$ cat src/hdl/led_blink_code_sequencer_core_assert.svh
// Assertion macros shared by the blink code sequencer modules
`ifndef LED_BLINK_CODE_SEQUENCER_CORE_ASSERT_SVH
`define LED_BLINK_CODE_SEQUENCER_CORE_ASSERT_SVH

// Same-cycle implication, checked out of reset
`define LBCS_ASSERT_NOW(label, ante, cons, msg) \
    label: assert property (@(posedge clk) disable iff (!rst_n) (ante) |-> (cons)) \
        else $error(msg);

// Next-cycle implication, checked out of reset
`define LBCS_ASSERT_NEXT(label, ante, cons, msg) \
    label: assert property (@(posedge clk) disable iff (!rst_n) (ante) |=> (cons)) \
        else $error(msg);

`endif

$ cat src/hdl/lbcs_pkg.sv
// Package: types, codes and constants of the blink code sequencer
`timescale 1ns / 1ps
`default_nettype none

package lbcs_pkg;

    localparam int TIMER_BITS_DEF = 16;
    localparam int COUNT_BITS_DEF = 8;
    localparam int CODE_W         = 8;
    localparam int TICKS_W        = 16;
    localparam int REPEAT_W       = 8;
    localparam int CFG_DATA_W     = 16;
    localparam int CFG_INDEX_W    = 2;
    localparam int PHASE_W        = 3;

    typedef enum logic [PHASE_W-1:0] {
        PH_START = 3'd0,
        PH_ON    = 3'd1,
        PH_OFF   = 3'd2,
        PH_PAUSE = 3'd3,
        PH_DONE  = 3'd4
    } phase_t;

    typedef enum logic [CFG_INDEX_W-1:0] {
        CFG_ON_TICKS     = 2'd0,
        CFG_OFF_TICKS    = 2'd1,
        CFG_PAUSE_TICKS  = 2'd2,
        CFG_REPEAT_COUNT = 2'd3
    } cfg_idx_t;

    typedef enum logic {
        FUNC_TICK = 1'b0,
        FUNC_LOAD = 1'b1
    } func_t;

    typedef struct packed {
        logic              func;
        logic [CODE_W-1:0] code;
    } lbcs_in_t;

    typedef struct packed {
        logic led_on;
        logic busy_res;
    } lbcs_out_t;

    typedef struct packed {
        logic [TICKS_W-1:0]  on_ticks;
        logic [TICKS_W-1:0]  off_ticks;
        logic [TICKS_W-1:0]  pause_ticks;
        logic [REPEAT_W-1:0] repeat_count;
    } lbcs_cfg_t;

endpackage

`default_nettype wire

$ cat src/hdl/lbcs_cfg.sv
// Configuration register file of the blink code sequencer
`timescale 1ns / 1ps
`default_nettype none

module lbcs_cfg (
    input  wire logic                             clk,
    input  wire logic                             rst_n,
    input  wire logic                             cfg_we,
    input  wire logic [lbcs_pkg::CFG_INDEX_W-1:0] cfg_index,
    input  wire logic [lbcs_pkg::CFG_DATA_W-1:0]  cfg_data,
    output      lbcs_pkg::lbcs_cfg_t              cfg
);
    import lbcs_pkg::*;

    lbcs_cfg_t cfg_reg;

    always_ff @(posedge clk or negedge rst_n)
    begin
        if (!rst_n)
        begin
            cfg_reg.on_ticks     <= TICKS_W'(10);
            cfg_reg.off_ticks    <= TICKS_W'(20);
            cfg_reg.pause_ticks  <= TICKS_W'(60);
            cfg_reg.repeat_count <= REPEAT_W'(0);
        end
        else if (cfg_we)
        begin
            unique case (cfg_idx_t'(cfg_index))
                CFG_ON_TICKS:     cfg_reg.on_ticks     <= cfg_data[TICKS_W-1:0];
                CFG_OFF_TICKS:    cfg_reg.off_ticks    <= cfg_data[TICKS_W-1:0];
                CFG_PAUSE_TICKS:  cfg_reg.pause_ticks  <= cfg_data[TICKS_W-1:0];
                CFG_REPEAT_COUNT: cfg_reg.repeat_count <= cfg_data[REPEAT_W-1:0];
                default:          cfg_reg              <= cfg_reg;
            endcase
        end
    end

    assign cfg = cfg_reg;

endmodule

`default_nettype wire

$ cat src/hdl/lbcs_step.sv
// Phase sequencer: state registers and per-word next-state logic
`timescale 1ns / 1ps
`default_nettype none

module lbcs_step #(
    parameter int TIMER_BITS = lbcs_pkg::TIMER_BITS_DEF,
    parameter int COUNT_BITS = lbcs_pkg::COUNT_BITS_DEF
) (
    input  wire logic                clk,
    input  wire logic                rst_n,
    input  wire logic                fire,
    input  wire lbcs_pkg::lbcs_in_t  word,
    input  wire lbcs_pkg::lbcs_cfg_t cfg,
    output      lbcs_pkg::lbcs_out_t result
);
    import lbcs_pkg::*;

    `include "led_blink_code_sequencer_core_assert.svh"

    localparam int TW    = (TIMER_BITS > TICKS_W) ? TIMER_BITS : TICKS_W;
    localparam int CMP_W = (COUNT_BITS > CODE_W) ? COUNT_BITS : CODE_W;
    localparam int RPT_W = (COUNT_BITS > REPEAT_W) ? COUNT_BITS : REPEAT_W;

    phase_t                phase_reg,   phase_next;
    logic [TIMER_BITS-1:0] timer_reg,   timer_next;
    logic [COUNT_BITS-1:0] blinks_reg,  blinks_next;
    logic [COUNT_BITS-1:0] repeats_reg, repeats_next;
    logic [CODE_W-1:0]     code_reg,    code_next;
    logic                  led_reg,     led_next;
    logic                  busy_reg,    busy_next;

    logic [TW-1:0]         on_wide, off_wide, pause_wide;
    logic [TIMER_BITS-1:0] on_load, off_load, pause_load;
    logic                  timer_zero;
    logic [TIMER_BITS-1:0] timer_dec;
    logic [COUNT_BITS-1:0] blinks_inc, repeats_inc;
    logic                  more_blinks, more_repeats, endless;

    assign on_wide    = TW'(cfg.on_ticks);
    assign off_wide   = TW'(cfg.off_ticks);
    assign pause_wide = TW'(cfg.pause_ticks);
    assign on_load    = on_wide[TIMER_BITS-1:0];
    assign off_load   = off_wide[TIMER_BITS-1:0];
    assign pause_load = pause_wide[TIMER_BITS-1:0];

    assign timer_zero   = (timer_reg == '0);
    assign timer_dec    = timer_reg - 1'b1;
    assign blinks_inc   = blinks_reg + 1'b1;
    assign repeats_inc  = repeats_reg + 1'b1;
    assign more_blinks  = (CMP_W'(blinks_inc) < CMP_W'(code_reg));
    assign more_repeats = (RPT_W'(repeats_inc) < RPT_W'(cfg.repeat_count));
    assign endless      = (cfg.repeat_count == '0);

    always_comb
    begin
        phase_next = phase_reg;
        if (fire)
        begin
            if (word.func == FUNC_LOAD)
            begin
                phase_next = PH_START;
            end
            else
            begin
                unique case (phase_reg)
                    PH_START: phase_next = (code_reg == '0) ? PH_DONE : PH_ON;
                    PH_ON:    phase_next = timer_zero ? PH_OFF : PH_ON;
                    PH_OFF:
                    begin
                        if (timer_zero)
                        begin
                            phase_next = more_blinks ? PH_ON : PH_PAUSE;
                        end
                    end
                    PH_PAUSE:
                    begin
                        if (timer_zero)
                        begin
                            phase_next = (endless || more_repeats) ? PH_START : PH_DONE;
                        end
                    end
                    default:  phase_next = phase_reg;
                endcase
            end
        end
    end

    always_comb
    begin
        timer_next   = timer_reg;
        blinks_next  = blinks_reg;
        repeats_next = repeats_reg;
        code_next    = code_reg;
        led_next     = led_reg;
        busy_next    = busy_reg;
        if (fire)
        begin
            if (word.func == FUNC_LOAD)
            begin
                code_next    = word.code;
                repeats_next = '0;
                busy_next    = 1'b1;
            end
            else
            begin
                unique case (phase_reg)
                    PH_START:
                    begin
                        timer_next  = on_load;
                        blinks_next = '0;
                        if (code_reg == '0)
                        begin
                            led_next = 1'b0;
                        end
                    end
                    PH_ON:
                    begin
                        led_next   = 1'b1;
                        timer_next = timer_zero ? off_load : timer_dec;
                    end
                    PH_OFF:
                    begin
                        led_next = 1'b0;
                        if (timer_zero)
                        begin
                            blinks_next = blinks_inc;
                            timer_next  = more_blinks ? on_load : pause_load;
                        end
                        else
                        begin
                            timer_next = timer_dec;
                        end
                    end
                    PH_PAUSE:
                    begin
                        led_next = 1'b0;
                        if (timer_zero)
                        begin
                            repeats_next = repeats_inc;
                            if (endless)
                            begin
                                busy_next = 1'b0;
                            end
                        end
                        else
                        begin
                            timer_next = timer_dec;
                        end
                    end
                    default: busy_next = 1'b0;
                endcase
            end
        end
    end

    always_ff @(posedge clk or negedge rst_n)
    begin
        if (!rst_n)
        begin
            phase_reg   <= PH_DONE;
            timer_reg   <= '0;
            blinks_reg  <= '0;
            repeats_reg <= '0;
            code_reg    <= '0;
            led_reg     <= 1'b0;
            busy_reg    <= 1'b0;
        end
        else
        begin
            phase_reg   <= phase_next;
            timer_reg   <= timer_next;
            blinks_reg  <= blinks_next;
            repeats_reg <= repeats_next;
            code_reg    <= code_next;
            led_reg     <= led_next;
            busy_reg    <= busy_next;
        end
    end

    assign result.led_on   = led_next;
    assign result.busy_res = busy_next;

    `LBCS_ASSERT_NEXT(a_load_starts, fire && (word.func == FUNC_LOAD),
        (phase_reg == PH_START) && busy_reg, "load did not restart the sequence")
    `LBCS_ASSERT_NOW(a_pause_dark, phase_reg == PH_PAUSE, !led_reg,
        "LED lit during pause")
    `LBCS_ASSERT_NEXT(a_done_clears_busy,
        fire && (word.func == FUNC_TICK) && (phase_reg == PH_DONE), !busy_reg,
        "busy still set after tick in done")

endmodule

`default_nettype wire

$ cat src/hdl/lbcs_out.sv
// Result register with skid stage
`timescale 1ns / 1ps
`default_nettype none

module lbcs_out (
    input  wire logic                clk,
    input  wire logic                rst_n,
    input  wire logic                in_valid,
    output      logic                in_ready,
    input  wire lbcs_pkg::lbcs_out_t result,
    output      logic                out_valid,
    input  wire logic                out_ready,
    output      lbcs_pkg::lbcs_out_t out_data
);
    import lbcs_pkg::*;

    `include "led_blink_code_sequencer_core_assert.svh"

    lbcs_out_t data_reg;
    lbcs_out_t skid_reg;
    logic      out_valid_reg;
    logic      skid_valid_reg;
    logic      in_fire;
    logic      out_fire;

    assign in_ready = !skid_valid_reg;
    assign in_fire  = in_valid && in_ready;
    assign out_fire = out_valid_reg && out_ready;

    always_ff @(posedge clk or negedge rst_n)
    begin
        if (!rst_n)
        begin
            out_valid_reg  <= 1'b0;
            skid_valid_reg <= 1'b0;
        end
        else if (!out_valid_reg || out_ready)
        begin
            if (skid_valid_reg)
            begin
                out_valid_reg  <= 1'b1;
                skid_valid_reg <= 1'b0;
            end
            else
            begin
                out_valid_reg <= in_fire;
            end
        end
        else if (in_fire)
        begin
            skid_valid_reg <= 1'b1;
        end
    end

    always_ff @(posedge clk)
    begin
        if (!out_valid_reg || out_ready)
        begin
            data_reg <= skid_valid_reg ? skid_reg : result;
        end
        else if (in_fire)
        begin
            skid_reg <= result;
        end
    end

    assign out_valid = out_valid_reg;
    assign out_data  = data_reg;

    `LBCS_ASSERT_NOW(a_skid_behind_out, skid_valid_reg, out_valid_reg,
        "skid word held without an output word")
    `LBCS_ASSERT_NEXT(a_stall_to_skid, in_fire && out_valid_reg && !out_ready,
        skid_valid_reg, "stalled word not parked in skid")
    `LBCS_ASSERT_NEXT(a_drain_empties, out_fire && !skid_valid_reg && !in_fire,
        !out_valid_reg, "output still valid after drain")

endmodule

`default_nettype wire

$ cat src/hdl/led_blink_code_sequencer_core.sv
// Top level of the LED blink code sequencer
//
// Input channel (in_valid / in_ready / in_data): each word is a tick
// (func = 0) or a load of a new code (func = 1, code = blink count).
// Output channel (out_valid / out_ready / out_data): one word per input
// word, carrying the LED level and busy flag after that input.
// Config port (cfg_we / cfg_index / cfg_data): single-cycle writes of
// on_ticks, off_ticks, pause_ticks and repeat_count; no read-back.
// The result reaches out_data through the result register, by way of the skid stage when the output stalls.
// Throughput: one word per cycle while in_ready is high; each word's phase
// update between the sequencer state registers is combinational.
// Stall: a result register plus a one-word skid stage; in_ready drops
// only when both hold words the receiver has not taken.
// Reset: phase done, LED off, busy clear, counters zero, registers at
// 10 / 20 / 60 / 0; both channels empty.
`timescale 1ns / 1ps
`default_nettype none

module led_blink_code_sequencer_core #(
    parameter int TIMER_BITS = lbcs_pkg::TIMER_BITS_DEF,
    parameter int COUNT_BITS = lbcs_pkg::COUNT_BITS_DEF
) (
    input  wire logic                             clk,
    input  wire logic                             rst_n,
    input  wire logic                             in_valid,
    output      logic                             in_ready,
    input  wire lbcs_pkg::lbcs_in_t               in_data,
    output      logic                             out_valid,
    input  wire logic                             out_ready,
    output      lbcs_pkg::lbcs_out_t              out_data,
    input  wire logic                             cfg_we,
    input  wire logic [lbcs_pkg::CFG_INDEX_W-1:0] cfg_index,
    input  wire logic [lbcs_pkg::CFG_DATA_W-1:0]  cfg_data
);
    import lbcs_pkg::*;

    lbcs_cfg_t cfg;
    lbcs_out_t result;
    logic      in_fire;

    assign in_fire = in_valid && in_ready;

    lbcs_cfg u_cfg (
        .clk       (clk),
        .rst_n     (rst_n),
        .cfg_we    (cfg_we),
        .cfg_index (cfg_index),
        .cfg_data  (cfg_data),
        .cfg       (cfg)
    );

    lbcs_step #(
        .TIMER_BITS (TIMER_BITS),
        .COUNT_BITS (COUNT_BITS)
    ) u_step (
        .clk    (clk),
        .rst_n  (rst_n),
        .fire   (in_fire),
        .word   (in_data),
        .cfg    (cfg),
        .result (result)
    );

    lbcs_out u_out (
        .clk       (clk),
        .rst_n     (rst_n),
        .in_valid  (in_valid),
        .in_ready  (in_ready),
        .result    (result),
        .out_valid (out_valid),
        .out_ready (out_ready),
        .out_data  (out_data)
    );

endmodule

`default_nettype wire
$ cat config.mk
export PLATFORM = sky130hd
export DESIGN_NAME = led_blink_code_sequencer_core
export DESIGN_NICKNAME = d
export VERILOG_FILES = /design/src/hdl/lbcs_pkg.sv /design/src/hdl/lbcs_cfg.sv /design/src/hdl/lbcs_step.sv /design/src/hdl/lbcs_out.sv /design/src/hdl/led_blink_code_sequencer_core.sv
export VERILOG_INCLUDE_DIRS = /design/src /design/src/hdl
export SDC_FILE = /design/constraint.sdc
export NUM_CORES = 1
export LEC_CHECK = 0
export BUFFER_PORTS_ARGS = -buffer_cell sky130_fd_sc_hd__buf_2
export CORE_MARGIN = 2
export CORE_UTILIZATION = 40
export CTS_BUF_LIST = sky130_fd_sc_hd__clkbuf_4 sky130_fd_sc_hd__clkbuf_8 sky130_fd_sc_hd__clkbuf_16
export CTS_CLUSTER_DIAMETER = 150
export DETAILED_ROUTE_END_ITERATION = 8
export PLACE_DENSITY = 0.69
export SLEW_MARGIN = 10
export SYNTH_ARGS = -nofsm -noshare
export SYNTH_HDL_FRONTEND = slang
export SYNTH_SLANG_ARGS = --single-unit
$ cat constraint.sdc
create_clock -name clk -period 2.58 [get_ports clk]
set_input_delay 0.129 -clock clk [delete_from_list [all_inputs] [get_ports clk]]
set_output_delay 0.129 -clock clk [all_outputs]
set_load 0.02 [all_outputs]
---- After elaboration in Yosys (flattened, before gate mapping) ----
Index checks and enable logic that the tools add are counted.
word-level totals
  input bits .............................. 32
  word-level logic and storage cells ...... 93
  register bits ........................... 107
operators by class
  bitwise logic cells ..................... 2
  add/subtract/negate cells ............... 3
  $lt $le $gt $ge ......................... 2
  eq/ne operators ......................... 10
  reduce and logical (&&, ||, !) cells .... 28
  muxes and demuxes ....................... 31
operators by type and width
  cell                                                                     count
  16-bit 2-to-1 mux                                                        4
  16-bit case mux with 4 select lines                                      1
  8-bit 2-to-1 mux                                                         4
  8-bit by 1-bit adder with 8-bit output, second input constant            2
  16-bit zero test                                                         1
  8-bit zero test                                                          2
  8-bit less-than comparator                                               2
  8-bit case mux with 2 select lines                                       1
  16-bit by 1-bit subtractor with 16-bit output, second input constant     1
  3-bit 2-to-1 mux                                                         5
  3-bit case mux with 4 select lines                                       1
  2-bit AND reduction                                                      6
  4-bit AND reduction                                                      3
  1-bit 2-to-1 mux                                                         10
  2-bit nonzero test                                                       4
  3-bit by 2-bit equality test with 1-bit output, second input constant    2
  2-bit 2-to-1 mux                                                         3
  3-bit by 2-bit inequality test with 1-bit output, second input constant  2
  5-bit nonzero test                                                       1
  2-bit equality test, second input constant                               2
  4-bit nonzero test                                                       1
  3-bit by 1-bit equality test with 1-bit output, second input constant    1
  3-bit zero test                                                          1
  1-bit case mux with 3 select lines                                       1
  12 further kinds                                                         15

---- Longest topological paths before layout ----
  word-level depth ........................ 7
  gate-level depth with buffers ........... 12

---- Hierarchy ----
From an unflattened synthesis, not the netlist that was laid out.
second synthesis, totals
  cell total of the unflattened synthesis .. 552
  area, all modules ....................... 5910.7 um^2
by module, submodules not included
  module                         cells each  seq. area each (um^2)  area an instance (um^2)  instances
  lbcs_step                      418         1127.3                 3557.2                   1
  lbcs_cfg                       119         1411.4                 2118.3                   1
  lbcs_out                       14          170.2                  229.0                    1
  led_blink_code_sequencer_core  1           0.0                    6.3                      1

---- Worst setup path before layout ----
Ideal clock, no wire load.
  kind .................................... flip-flop to flip-flop
  start ................................... register u_step.blinks_reg[0]
  end ..................................... register u_step.phase_reg[1]
  period minus slack after synthesis ...... 2.692 ns
  cell stages (with the launch flop) ...... 12
  path buffers ............................ 1
  data required time ...................... 2.458 ns
  path slack .............................. -0.112 ns
  setup time .............................. 0.122 ns
  data arrival time ....................... 2.570 ns
  cell sequence ........................... dfrtp_1 > and3_1 > and3_1 > and3_1 > xor2_1 > ha_1 > a21oi_1 > nand2_1 > a311o_1 > clkbuf_1 > a31o_1 > a32o_1
between the ends
  cells in the longest elaborated chain, start to end .. 6
RTL lines
  element                                 RTL line          RTL
  from (decl)                             lbcs_step.sv:26   logic [COUNT_BITS-1:0] blinks_reg, blinks_next;
  from (signal assigned)                  lbcs_step.sv:172  blinks_reg <= blinks_next;
  8-bit by 1-bit adder with 8-bit output  lbcs_step.sv:48   assign blinks_inc = blinks_reg + 1'b1;
  8-bit less-than comparator              lbcs_step.sv:50   assign more_blinks = (CMP_W'(blinks_inc) < CMP_W'(code_reg));
  2-bit 2-to-1 mux                        lbcs_step.sv:72   phase_next = more_blinks ? PH_ON : PH_PAUSE;
  3-bit 2-to-1 mux                        lbcs_step.sv:70   if (timer_zero)
  3-bit case mux with 4 select lines      lbcs_step.sv:65   unique case (phase_reg)
  3-bit 2-to-1 mux                        lbcs_step.sv:59   if (word.func == FUNC_LOAD)
  to (signal assigned)                    lbcs_step.sv:170  phase_reg <= phase_next;
  to (decl)                               lbcs_step.sv:24   phase_t phase_reg, phase_next;
No other way between the ends. The select of a mux whose other input is x is not followed.
A chain may end at the register's enable or synchronous reset.

---- Worst setup path in the final report ----
  start ................................... register u_step.blinks_reg[0]
  end ..................................... register u_step.timer_reg[2]
between the ends
  cells in the longest elaborated chain, start to end .. 5
RTL lines
  element                                 RTL line          RTL
  8-bit by 1-bit adder with 8-bit output  lbcs_step.sv:48
  8-bit less-than comparator              lbcs_step.sv:50
  16-bit 2-to-1 mux                       lbcs_step.sv:127  timer_next = more_blinks ? on_load : pause_load;
  16-bit 2-to-1 mux                       lbcs_step.sv:124  if (timer_zero)
  16-bit case mux with 4 select lines     lbcs_step.sv:106  unique case (phase_reg)
  to (signal assigned)                    lbcs_step.sv:171  timer_reg <= timer_next;
  to (decl)                               lbcs_step.sv:25   logic [TIMER_BITS-1:0] timer_reg, timer_next;
No other way between the ends.

==> flow_summary.yaml <==
outcome:
  outcome: "complete, but fails checks"
  violations: "setup timing"
pwr:
  total_leakage_power_nw: 3.11
  power_w: 0.00483
  ir_worst_vdd_mv: 0.335
  power_density_nw_per_um2: 663
global_routing:
  antenna_found_initial: 0
  busiest_layer: "met2"
  grtUsageMet2_pct: 32.7
  use_met1_pct: 27.3
  grt_overflow: 0
  grt_pass1_wl_um: 25900
  grtUsageMet3_pct: 3.96
  grt_max_degree: 54
  grt_pass1_vias: 5035
  grt_use_total_pct: 20.3
setup_path:
  path_common_cell: "and3_4"
  crit_slowest_cell: "a311o_2"
  worstPathMaxFanout: 5
  arrival_ns: 3.00
  endpoint_kind: "register"
  critical_path_class: "register to register"
  worst_setup_path_start_kind: "register"
  cp_slowest_stage_delay_ns: 0.42
  critPathLaunch: "u_step.blinks_reg[0]$_DFFE_PN0P_"
  r2r_start: "u_step.blinks_reg[0]$_DFFE_PN0P_"
  required_ns: 2.84
  crit_chain: "and3_4 -> and3_4 -> and3_4 -> xor2_4 -> ha_4 -> a21oi_2 -> nand2_1 -> a311o_2 -> buf_6 -> nand2_4 -> buf_6 -> a211oi_2 -> o31ai_1"
synth:
  yosysWarnings: 0
  synth_enable_flop_cells: 4
  synth_top_area_share_pct: 39.2
  synth.yosys.seq_area_share_pct: 45.1
  synth_area_leaders: "dfrtp_1 39%, mux2_2 12%, dfstp_2 3.9%, ha_1 3.8%, o21ai_0 3.4%"
  ys.flop_type: "dfrtp_1"
  syn-num-nets: 623
  synthCells: 573
  yosysUniqueCellTypes: 65
  synth_most_common_cell: "dfrtp_1"
  syn_avg_cell_area_um2: 10.5
  synth_seq_cells: 107
  syn_area_um2: 6000
  async_flop_share_pct: 96.3
  synth_common_cells: "94 x dfrtp_1, 66 x mux2_2, 41 x o21ai_0"
  synth_area_leader_cell: "dfrtp_1"
timing:
  slew_headroom_pct: 55.1
  setup_ws_ns: -0.155
  worstMarginPinSlew_ns: 0.669
  fin_skew_ns: 0.0100
  drv_slew: 0
  setup_violations: 17
  post-route-min-period_ns: 2.73
  fmax_ghz: 0.366
  hold_viol: 0
  grt_setup_unrepaired: "true"
  post-route-period-util_pct: 106
floorplanning:
  die_x_um: 126
  dieArea_um2: 16000
  start_util_pct: 41.1
  ioPinCount: 36
  core_um2: 14600
  die_h_um: 126
  rows: 44
cells_and_area:
  largest_register_ff_count: 56
  insertedDiodeCount: 0
  area_delta_synth_final_pct: 21.4
  drive_above_1_share_pct: 32.8
  fin_nets: 704
  finish.utilization_pct: 49.9
  stdcell_area_um2: 7280
cts:
  numCtsBuffers: 9
  clk_pin_slew_ns: 0.07
  cts_buffer_depth: 2
  cts_tree: "done"
  h-tree-depth: 3
  clockRootBuffer: "clkbuf_16"
  clock_sinks: 107
  clkLatencyLatePin_ns: 0.36
placed_design:
  dpl_cell_area_um2: 6620
  post-place-ws_ns: -0.433
  numPortBuffers: 35
  hpwl_um: 10600
  routabilityCongestion: 0.898
drt:
  drt.antenna.violating_nets: 0
  firstDrtPassIters: 5
  totalWireLength_um: 15600
  vias_per_cell: 5.83
  drt_iter0_drc: 432
  num_vias: 4917
  wire_per_inst_um: 18.5
  drcViolationCount: 0
hold_path:
  hold_path_class: "primary input to register"
  hp-start: "in_data[4]"
job:
  cap_violations: 0
cells by family (layout without fill, tap and decap cells):
group           Yosys count  count (layout)  share of synthesized area, %
mux                      67              67                          12.6
fa+ha+maj                18              18                          3.75
buf+inv                  45             130                          2.96
xor+xnor                 24              24                          3.50
compound gates          145             146                          16.3
simple gates            167             167                          15.8
flops                   107             107                          45.1
area by class of cell:
class,instances,area (µm²)
clock inverters,5,41.3
multi-input cells,422,3290
clock buffers,11,258
repair buffers,94,684
inverters,20,75.1
flip-flops and latches,107,2710
well taps,184,230
fillers,1270,7300
power by group:
| part | switching [W] | internal (W) |
|---|---|---|
| clock | 0.000662 | 0.000734 |
| sequential | 0.000322 | 0.00200 |
| combinational | 0.000569 | 0.000549 |
routing by layer:
metal,part of all wire [%],vias up
met4,2.1,0
li1,-,2286
met3,5.6,30
met5,0,-
met1,45,2448
met2,48,153
repair_timing:
item / 4_1_cts / 5_1_grt
setup buffers: 9 / 3
hold endpoints to repair: 49 / 0
cloned: 1 / 0
pin swaps: 23 / 5
hold buffers: 7 / 0
gates resized for setup: 32 / 13
setup endpoints to repair: 21 / 17
final timing paths:
path | to | slack [ns] | cells after the start
setup / recovery | u_step.timer_reg[2]$_DFFE_PN0P_ | -0.15 | 13
hold / removal | u_step.code_reg[4]$_DFFE_PN0P_ | 0.009 | 2
setup reg to reg | u_step.timer_reg[2]$_DFFE_PN0P_ | -0.15 | 13
hold reg to reg | u_cfg.cfg[18]$_DFFE_PN0P_ | 0.50 | 1
max in group asynchronous | u_step.timer_reg[12]$_DFFE_PN0P_ | 1.38 | 3
min in group asynchronous | u_cfg.cfg[0]$_DFFE_PN0P_ | 0.35 | 2
per-stage QoR:
step	cells	TNS (ns)	hold WS (ns)
floorplan	573	-0.0335	-0.167
global placement	807	-3.57	0.194
detailed placement	807	-5.16	0.208
CTS	840	-1.18	0.000373
global route	843	-3.43	0.00257
finish	843	-1.76	0.00899
layout by cell type, fill, tap and decap left out, types with 5 or more instances in the layout:
cell type      Yosys  routed
a21boi_0          10       5
a21oi_1           29      28
a221oi_1           7       7
a32o_1             7       7
and3_1            22      14
and3_4             0       8
buf_2              4      34
buf_4              1      43
buf_6              0       9
clkbuf_16          0      10
dfrtp_1           94      94
dfstp_2            9       9
dlygate4sd3_1      0       7
ha_1              18      16
inv_1             20      20
mux2_2            66      66
nand2_1           32      31
nand2b_1          12      12
nand3_1           11      11
nand3b_1           5       5
nor2_1            34      33
nor3_1             9       9
o21ai_0           41      32
o21ai_1            5      13
o31ai_1            7       7
or3_1             15      15
xnor2_1           11      11
xor2_1            13      12
critical path, delay by kind of cell, from the launching register on:
family                     cells  cell delay [ns]
and+or+nand+nor                5             0.73
AOI/OAI and AO/OA              4             0.83
adders and majority gates      1             0.23
xor gates and xnor gates       1             0.18
buffers and inverters          2             0.28
DFF                            1             0.38
Power figures use the tool's default switching activity.
